[config.mk]
export PLATFORM = sky130hd
export DESIGN_NAME = nfa_regex_text_matcher
export DESIGN_NICKNAME = d
export VERILOG_FILES = /design/src/hw/rtl/nrtm_pkg.sv /design/src/hw/rtl/nrtm_cell.sv /design/src/hw/rtl/nfa_regex_text_matcher.sv
export SDC_FILE = /design/constraint.sdc
export NUM_CORES = 2
export LEC_CHECK = 0
export BUFFER_PORTS_ARGS = -buffer_cell sky130_fd_sc_hd__buf_2
export CAP_MARGIN = 20
export CELL_PAD_IN_SITES_DETAIL_PLACEMENT = 1
export CELL_PAD_IN_SITES_GLOBAL_PLACEMENT = 2
export CORE_MARGIN = 10
export CORE_UTILIZATION = 40
export CTS_BUF_LIST = sky130_fd_sc_hd__clkbuf_8
export CTS_CLUSTER_DIAMETER = 100
export DETAILED_ROUTE_END_ITERATION = 8
export PLACE_DENSITY_LB_ADDON = 0.1
export SETUP_SLACK_MARGIN = 0.5
export SYNTH_ARGS = -nofsm -noshare
export SYNTH_HDL_FRONTEND = slang
export SYNTH_HIERARCHICAL = 1
export SYNTH_SLANG_ARGS = --single-unit
[constraint.sdc]
create_clock -name clock -period 9 [get_ports clock]
set_input_delay 1.35 -clock clock [delete_from_list [all_inputs] [get_ports clock]]
set_output_delay 1.35 -clock clock [all_outputs]
set_load 0.02 [all_outputs]
[src/hw/rtl/nrtm_pkg.sv]
`timescale 1ns / 1ps
// ----------------------------------------------------------------------------
// nrtm_pkg
// shared constants and types of the nfa text matcher
// ----------------------------------------------------------------------------
package nrtm_pkg;

   localparam int NfaStates      = 32;
   localparam int RangesPerState = 4;
   localparam int StateIdxW      = 5;
   localparam int SlotW          = 2;
   localparam int CountW         = 3;

   typedef enum logic [1:0] {
      FUNC_RANGE = 2'd0,
      FUNC_ROW   = 2'd1,
      FUNC_BYTE  = 2'd2,
      FUNC_END   = 2'd3
   } func_type;

   typedef enum logic [1:0] {
      CSR_START_SET  = 2'd0,
      CSR_ACCEPT     = 2'd1,
      CSR_MATCH_ALL  = 2'd2,
      CSR_NO_PATTERN = 2'd3
   } csr_index_type;

   // table write broadcast to every cell
   typedef struct packed {
      logic                 range_we;
      logic                 row_we;
      logic [StateIdxW-1:0] state_index;
      logic [SlotW-1:0]     range_slot;
      logic [7:0]           range_low;
      logic [8:0]           range_high;
      logic [31:0]          successor_mask;
      logic [CountW-1:0]    range_count;
      logic                 always_accepting;
   } table_wr_type;

endpackage

[src/hw/rtl/nrtm_cell.sv]
`timescale 1ns / 1ps
// ----------------------------------------------------------------------------
// nrtm_cell
// one nfa state: ranges, successor mask, accepting flag; ors its successor
// contribution into the chain
// ----------------------------------------------------------------------------
module nrtm_cell (
   input  logic                          clock,
   input  logic                          reset,
   input  logic [nrtm_pkg::StateIdxW-1:0] cell_index,
   input  nrtm_pkg::table_wr_type        wr,
   input  logic                          active,
   input  logic [7:0]                    text_byte,
   input  logic [nrtm_pkg::NfaStates-1:0] chain_in,
   output logic [nrtm_pkg::NfaStates-1:0] chain_out,
   output logic                          acc_hit
);
   import nrtm_pkg::*;

   logic [7:0]             lo_ff [RangesPerState];
   logic [8:0]             hi_ff [RangesPerState];
   logic [NfaStates-1:0]   succ_ff;
   logic [CountW-1:0]      cnt_ff, cnt_in;
   logic                   acc_ff;
   logic                   takes;

   always_ff @(posedge clock) begin
      if (wr.range_we && wr.state_index == cell_index) begin
         lo_ff[wr.range_slot] <= wr.range_low;
         hi_ff[wr.range_slot] <= (wr.range_high > 9'd256) ? 9'd256 : wr.range_high;
      end
      if (wr.row_we && wr.state_index == cell_index)
         succ_ff <= wr.successor_mask;
   end

   assign cnt_in = (wr.range_count > CountW'(RangesPerState)) ?
                   CountW'(RangesPerState) : wr.range_count;

   always_ff @(posedge clock) begin
      if (reset) begin
         cnt_ff <= '0;
         acc_ff <= 1'b0;
      end else if (wr.row_we && wr.state_index == cell_index) begin
         cnt_ff <= cnt_in;
         acc_ff <= wr.always_accepting;
      end
   end

   always_comb begin
      takes = 1'b0;
      for (int k = 0; k < RangesPerState; k++) begin
         if (CountW'(k) < cnt_ff && text_byte >= lo_ff[k] &&
             {1'b0, text_byte} < hi_ff[k])
            takes = 1'b1;
      end
   end

   assign acc_hit   = active & acc_ff;
   assign chain_out = chain_in | ((active && takes) ? succ_ff : '0);
endmodule

[src/hw/rtl/nfa_regex_text_matcher.sv]
`timescale 1ns / 1ps
// ----------------------------------------------------------------------------
// nfa_regex_text_matcher
// bitset nfa over a byte stream, built as a row of state cells
// ----------------------------------------------------------------------------
// Table writes, text bytes and end of text are all accepted back to back while
// the result register is free. A byte is checked by all 32 state cells at
// once; their successor masks are or-ed along the cell row into the next
// active set. An end-of-text transaction loads the one-bit result register,
// which the input side may run past as soon as it is taken or was empty.
module nfa_regex_text_matcher (
   input  logic        clock,
   input  logic        reset,
   input  logic        req_valid,
   output logic        req_ready,
   input  logic [1:0]  req_func,
   input  logic [4:0]  req_state_index,
   input  logic [1:0]  req_range_slot,
   input  logic [7:0]  req_range_low,
   input  logic [8:0]  req_range_high,
   input  logic [31:0] req_successor_mask,
   input  logic [2:0]  req_range_count,
   input  logic        req_always_accepting,
   input  logic [7:0]  req_text_byte,
   output logic        rsp_valid,
   input  logic        rsp_ready,
   output logic        rsp_matched,
   input  logic        csr_we,
   input  logic [1:0]  csr_index,
   input  logic [31:0] csr_wdata
);
   import nrtm_pkg::*;

   logic [NfaStates-1:0] start_ff, active_ff, active_in;
   logic [4:0]           accept_ff;
   logic                 all_ff, nopat_ff;
   logic                 open_ff, open_in, win_ff, win_in;
   logic                 rsp_valid_ff, rsp_valid_in, rsp_matched_ff, rsp_matched_in;
   logic                 accepted, is_byte, is_end;
   table_wr_type         wr;
   logic [NfaStates-1:0] cur_set;
   logic [NfaStates-1:0] chain [NfaStates+1];
   logic [NfaStates-1:0] hits;

   always_ff @(posedge clock) begin
      if (reset) begin
         start_ff <= '0; accept_ff <= '0; all_ff <= 1'b0; nopat_ff <= 1'b0;
      end else if (csr_we) begin
         unique case (csr_index_type'(csr_index))
            CSR_START_SET:  start_ff  <= csr_wdata;
            CSR_ACCEPT:     accept_ff <= csr_wdata[4:0];
            CSR_MATCH_ALL:  all_ff    <= csr_wdata[0];
            CSR_NO_PATTERN: nopat_ff  <= csr_wdata[0];
            default: ;
         endcase
      end
   end

   assign req_ready = !rsp_valid_ff || rsp_ready;
   assign accepted  = req_valid && req_ready;
   assign is_byte   = accepted && func_type'(req_func) == FUNC_BYTE;
   assign is_end    = accepted && func_type'(req_func) == FUNC_END;

   always_comb begin
      wr.range_we         = accepted && func_type'(req_func) == FUNC_RANGE;
      wr.row_we           = accepted && func_type'(req_func) == FUNC_ROW;
      wr.state_index      = req_state_index;
      wr.range_slot       = req_range_slot;
      wr.range_low        = req_range_low;
      wr.range_high       = req_range_high;
      wr.successor_mask   = req_successor_mask;
      wr.range_count      = req_range_count;
      wr.always_accepting = req_always_accepting;
   end

   // a closed text starts from start_set
   assign cur_set  = open_ff ? active_ff : start_ff;
   assign chain[0] = '0;

   for (genvar s = 0; s < NfaStates; s++) begin : g_cell
      nrtm_cell u_cell (
         .clock      (clock),
         .reset      (reset),
         .cell_index (StateIdxW'(s)),
         .wr         (wr),
         .active     (cur_set[s]),
         .text_byte  (req_text_byte),
         .chain_in   (chain[s]),
         .chain_out  (chain[s+1]),
         .acc_hit    (hits[s])
      );
   end

   always_comb begin
      open_in   = open_ff;
      win_in    = open_ff ? win_ff : 1'b0;
      active_in = active_ff;
      if (is_byte) begin
         open_in = 1'b1;
         if (!win_in) begin
            if (|hits) win_in = 1'b1;
            else       active_in = chain[NfaStates];
         end else begin
            active_in = cur_set;
         end
      end else if (is_end) begin
         open_in = 1'b0; win_in = 1'b0; active_in = '0;
      end
   end

   always_comb begin
      if (all_ff)       rsp_matched_in = 1'b1;
      else if (nopat_ff) rsp_matched_in = !open_ff;
      else if (open_ff && win_ff) rsp_matched_in = 1'b1;
      else              rsp_matched_in = cur_set[accept_ff];
   end

   assign rsp_valid_in = is_end || (rsp_valid_ff && !rsp_ready);

   always_ff @(posedge clock) begin
      if (reset) begin
         open_ff <= 1'b0; win_ff <= 1'b0; active_ff <= '0; rsp_valid_ff <= 1'b0;
      end else begin
         open_ff <= open_in; win_ff <= win_in; active_ff <= active_in;
         rsp_valid_ff <= rsp_valid_in;
      end
   end

   always_ff @(posedge clock) begin
      if (is_end) rsp_matched_ff <= rsp_matched_in;
   end

   assign rsp_valid   = rsp_valid_ff;
   assign rsp_matched = rsp_matched_ff;

   a_end_closes: assert property (@(posedge clock) disable iff (reset)
      is_end |=> !open_ff && !win_ff && active_ff == '0)
      else $error("end of text left text open");
   a_win_needs_open: assert property (@(posedge clock) disable iff (reset)
      win_ff |-> open_ff)
      else $error("early win without open text");
   a_rsp_from_end: assert property (@(posedge clock) disable iff (reset)
      $rose(rsp_valid_ff) |-> $past(is_end))
      else $error("result without end of text");
endmodule
==> results.py <==
metrics = {
    "die": {
        "ioPinCount": 112,
        "rows": 237,
        "coreArea_sq_um": 417000,
        "dieWidth_microns": 667,
        "initial_utilization": 0.402,
        "die_area_sq_um": 444000,
        "die_h_microns": 667,
    },
    "timing": {
        "hold_viol_final": 0,
        "period_minus_slack_ns": 8.29,
        "skew_ns": 0.0618,
        "slew_viol_final": 0,
        "fmax_ghz": 0.121,
        "setup-violations-final": 0,
        "post-route-period-util": 0.921,
        "hold_slack_ns": 0.388,
        "relSlewSlack": 0.243,
        "worst_pin_slew_ns": 1.14,
        "rsz0062_at_grt": "yes",
    },
    "synthesis": {
        "ys_ff_latch": 3403,
        "syn_inst": 12500,
        "async_flop_share": 0,
        "ys_seq_area_frac": 0.599,
        "yosysUniqueCellTypes": 59,
        "synth_edf_count": 3201,
        "syn_area_per_cell_sq_um": 13.4,
        "ys.flop_type": "edfxtp_1",
        "ys_warn_count": 6,
        "syn_area_sq_um": 167000,
    },
    "place": {
        "globalplace.congestion": 0.790,
        "dp_hpwl_microns": 345000,
        "placed_cell_area_sq_um": 179000,
        "placed_cells": 18600,
        "io_buffer_count": 111,
    },
    "final_layout": {
        "nets": 15800,
        "areaGrowthSynthToFinish_pct": 13.8,
        "ff_latch_area_sq_um": 100000,
        "layout-drive-gt1-share": 0.117,
        "multi_input_area_sq_um": 60000,
        "final_cell_area_sq_um": 190000,
        "n_fill_cell": 42600,
        "fin_cells": 19800,
    },
    "worst_setup_path": {
        "slowest_delay_ns": 0.30,
        "path_class": "primary input to register",
        "cpMostUsedCell": "a21o_2",
        "setup.worst_path.end_class": "register",
        "startpoint_type": "primary input",
        "cp.arrival_ns": 9.36,
        "slowest_stage": "a2111oi_4",
        "crit_required_ns": 10.07,
        "crit_path_max_fanout": 5,
    },
    "clock_tree": {
        "numCtsBuffers": 622,
        "cts_tree": "done",
        "numClockSinks": 3403,
        "clockRootBuffer": "clkbuf_8",
        "clk_pin_slew_ns": 0.06,
        "hold_buffers": 0,
        "clock_latency_ns": 1.23,
        "htreeDepth": 6,
        "clockBufferDepth": 4,
    },
    "global_route": {
        "grt_pass1_wl_microns": 771000,
        "grt_pass1_vias": 116000,
        "grt_max_degree": 97,
        "grt_usage": 0.232,
        "antenna_found_initial": 71,
        "grt-ovfl-total": 0,
    },
    "job": {
        "max_cap_violations": 0,
    },
    "routing": {
        "wl_per_cell_microns": 26.6,
        "dr.first_iter.drc_count": 6880,
        "drc": 0,
        "vias": 107000,
        "drt-pass1-iter-count": 6,
        "drt-total-wl_microns": 528000,
        "via_per_inst": 5.41,
        "detail-route-antenna-nets": 0,
    },
    "run_status": {
        "status": "finished, final reports clean",
    },
    "pwr": {
        "p_per_area_nw_per_um2": 177,
        "ir_drop_v": 0.000153,
        "power.leakage_nw": 81.8,
    },
    "hold_path": {
        "min_path_type": "primary input to register",
    },
}
==> critical path, delay by kind of cell <==
family	cells	cell delay, ns
simple gates	2	0.22
compound gates	38	7.11
buf+inv	3	0.39
fa+ha+maj	1	0.27
==> cells by family after synthesis <==
kind of cell,after synthesis,share of synthesized area
adders and majority gates,1920,0.144
other,2,0.0000449
xor gates and xnor gates,160,0.00838
DFF,3403,0.599
buffers and inverters,2056,0.0505
and+or+nand+nor,2074,0.0690
AOI/OAI and AO/OA,2833,0.124
muxes,81,0.00556
==> worst paths after layout <==
path / start / endpoint / slack (ns) / cells after the start
worst min register to register: g_cell[5].u_cell/acc_ff$_SDFFE_PP0P_ / g_cell[5].u_cell/acc_ff$_SDFFE_PP0P_ / 0.45 / 2
worst min-delay path: csr_wdata[5] / start_ff[5]$_SDFFE_PP0P_ / 0.39 / 3
worst max register to register: g_cell[0].u_cell/lo_ff[3][0]$_DFFE_PP_ / active_ff[0]$_SDFFE_PP0P_ / 0.84 / 41
worst max-delay path: req_text_byte[0] / active_ff[0]$_SDFFE_PP0P_ / 0.71 / 44
==> cells in the final DEF (no fill, tap or decap), types with 38 or more instances in the layout <==
master     instances
and4b_1           64
xor2_1            64
a221oi_1          63
xnor2_1           96
inv_1           2117
nand3b_1          65
buf_2             80
nor2_1           242
o2111ai_1         64
conb_1           192
o21ai_0          290
and2_1            65
nor2b_1          289
clkbuf_8         649
mux2i_1           43
nor3_1            67
nand2_1          454
a21oi_1          579
nand4_1           66
or3_1             64
a21o_2            59
buf_4            451
a211oi_1         193
nand2b_1         164
a21o_1          1152
diode_2           64
edfxtp_1        3201
ha_1            1920
clkinv_2          38
dfxtp_1          201
nand3_1          292
clkinv_1         145
a31oi_1           64
==> flip-flops by register name (all words and copies together), names as in the netlist <==
name / flops
nopat_ff: 1
g_cell.u_cell/cnt_ff: 96
g_cell.u_cell/succ_ff: 1024
g_cell.u_cell/acc_ff: 32
rsp_matched: 1
active_ff: 32
rsp_valid: 1
g_cell.u_cell/lo_ff: 1024
accept_ff: 5
win_ff: 1
start_ff: 32
open_ff: 1
g_cell.u_cell/hi_ff: 1152
all_ff: 1
==> timing repair <==
action,CTS,global route
resized for setup,0,19
setup buffers,0,2
endpoints found under the setup margin,0,2
==> cell usage after synthesis (30+ instances only) <==
| library cell | count | area (sq um) |
|---|---|---|
| edfxtp_1 | 3201 | 96100 |
| ha_1 | 1920 | 24000 |
| inv_1 | 1892 | 7100 |
| a21o_1 | 1152 | 8650 |
| a21oi_1 | 580 | 2900 |
| nand2_1 | 454 | 1700 |
| nand3_1 | 293 | 1470 |
| o21ai_0 | 290 | 1450 |
| nor2b_1 | 289 | 1810 |
| nor2_1 | 245 | 920 |
| dfxtp_1 | 202 | 4040 |
| a211oi_1 | 193 | 1450 |
| nand2b_1 | 164 | 1030 |
| nor3_1 | 103 | 515 |
| buf_6 | 97 | 1090 |
| xnor2_1 | 96 | 841 |
| nand4_1 | 66 | 413 |
| and2_1 | 65 | 407 |
| nand3b_1 | 65 | 488 |
| a21o_2 | 64 | 561 |
| a221oi_1 | 64 | 561 |
| a31oi_1 | 64 | 400 |
| and4b_1 | 64 | 641 |
| o2111ai_1 | 64 | 561 |
| or3_1 | 64 | 400 |
| xor2_1 | 64 | 561 |
| nor3b_1 | 63 | 473 |
| clkbuf_1 | 61 | 229 |
| mux2i_1 | 43 | 430 |
| a2111oi_4 | 33 | 908 |
| o211ai_1 | 33 | 248 |
| o21bai_1 | 33 | 248 |
| o22ai_1 | 33 | 206 |
| a211o_1 | 32 | 280 |
| a21boi_2 | 32 | 360 |
| a311oi_2 | 32 | 480 |
| a41o_1 | 32 | 320 |
| and4_1 | 32 | 280 |
| nand2b_4 | 32 | 440 |
| nand4b_1 | 32 | 280 |
| o2111a_1 | 32 | 360 |
| o21a_1 | 32 | 240 |
| o41ai_2 | 32 | 521 |
| mux2_2 | 31 | 349 |
| and3_1 | 30 | 188 |
==> per-layer routing <==
| layer | routed length, microns | part of all wire | GRT usage | up-vias |
|---|---|---|---|---|
| li1 | - | - | - | 48600 |
| met1 | 238000 | 0.45 | 0.313 | 55200 |
| met2 | 250000 | 0.47 | 0.391 | 2408 |
| met3 | 24100 | 0.046 | 0.0301 | 856 |
| met4 | 15000 | 0.028 | 0.0656 | 32 |
| met5 | 221 | 0.00042 | 0 | - |
==> stage by stage <==
stage / power [mW] / setup TNS, ns / setup slack, ns / util
after detailed placement: 20.1 / -8.22 / -0.828 / 0.429
after global placement: 20.0 / -7.03 / -0.855 / 0.429
after CTS: 34.1 / 0 / 0.508 / 0.456
after global routing: 35.0 / 0 / 0.496 / 0.456
final: 33.6 / 0 / 0.715 / 0.457
after floorplan: 18.8 / 0 / 0.507 / -
==> where the power goes <==
| part | total (mW) | leakage (nW) | switching (mW) | internal, mW |
|---|---|---|---|---|
| Clock | 13.8 | 6.58 | 6.79 | 7.04 |
| Sequential | 17.4 | 31.2 | 0.0197 | 17.3 |
| Combinational | 2.43 | 44.0 | 1.64 | 0.795 |
==> final cells by class <==
type	instances	share of cell area
clock inverter	477	0.0133
inverter	1892	0.0373
tap	5497	0.0361
clock buffer	642	0.0464
multi-input combinational	7260	0.315
sequential	3403	0.526
antenna	64	0.000842
timing repair buffer	579	0.0243
Note: power is estimated with default switching activity, not from simulation.
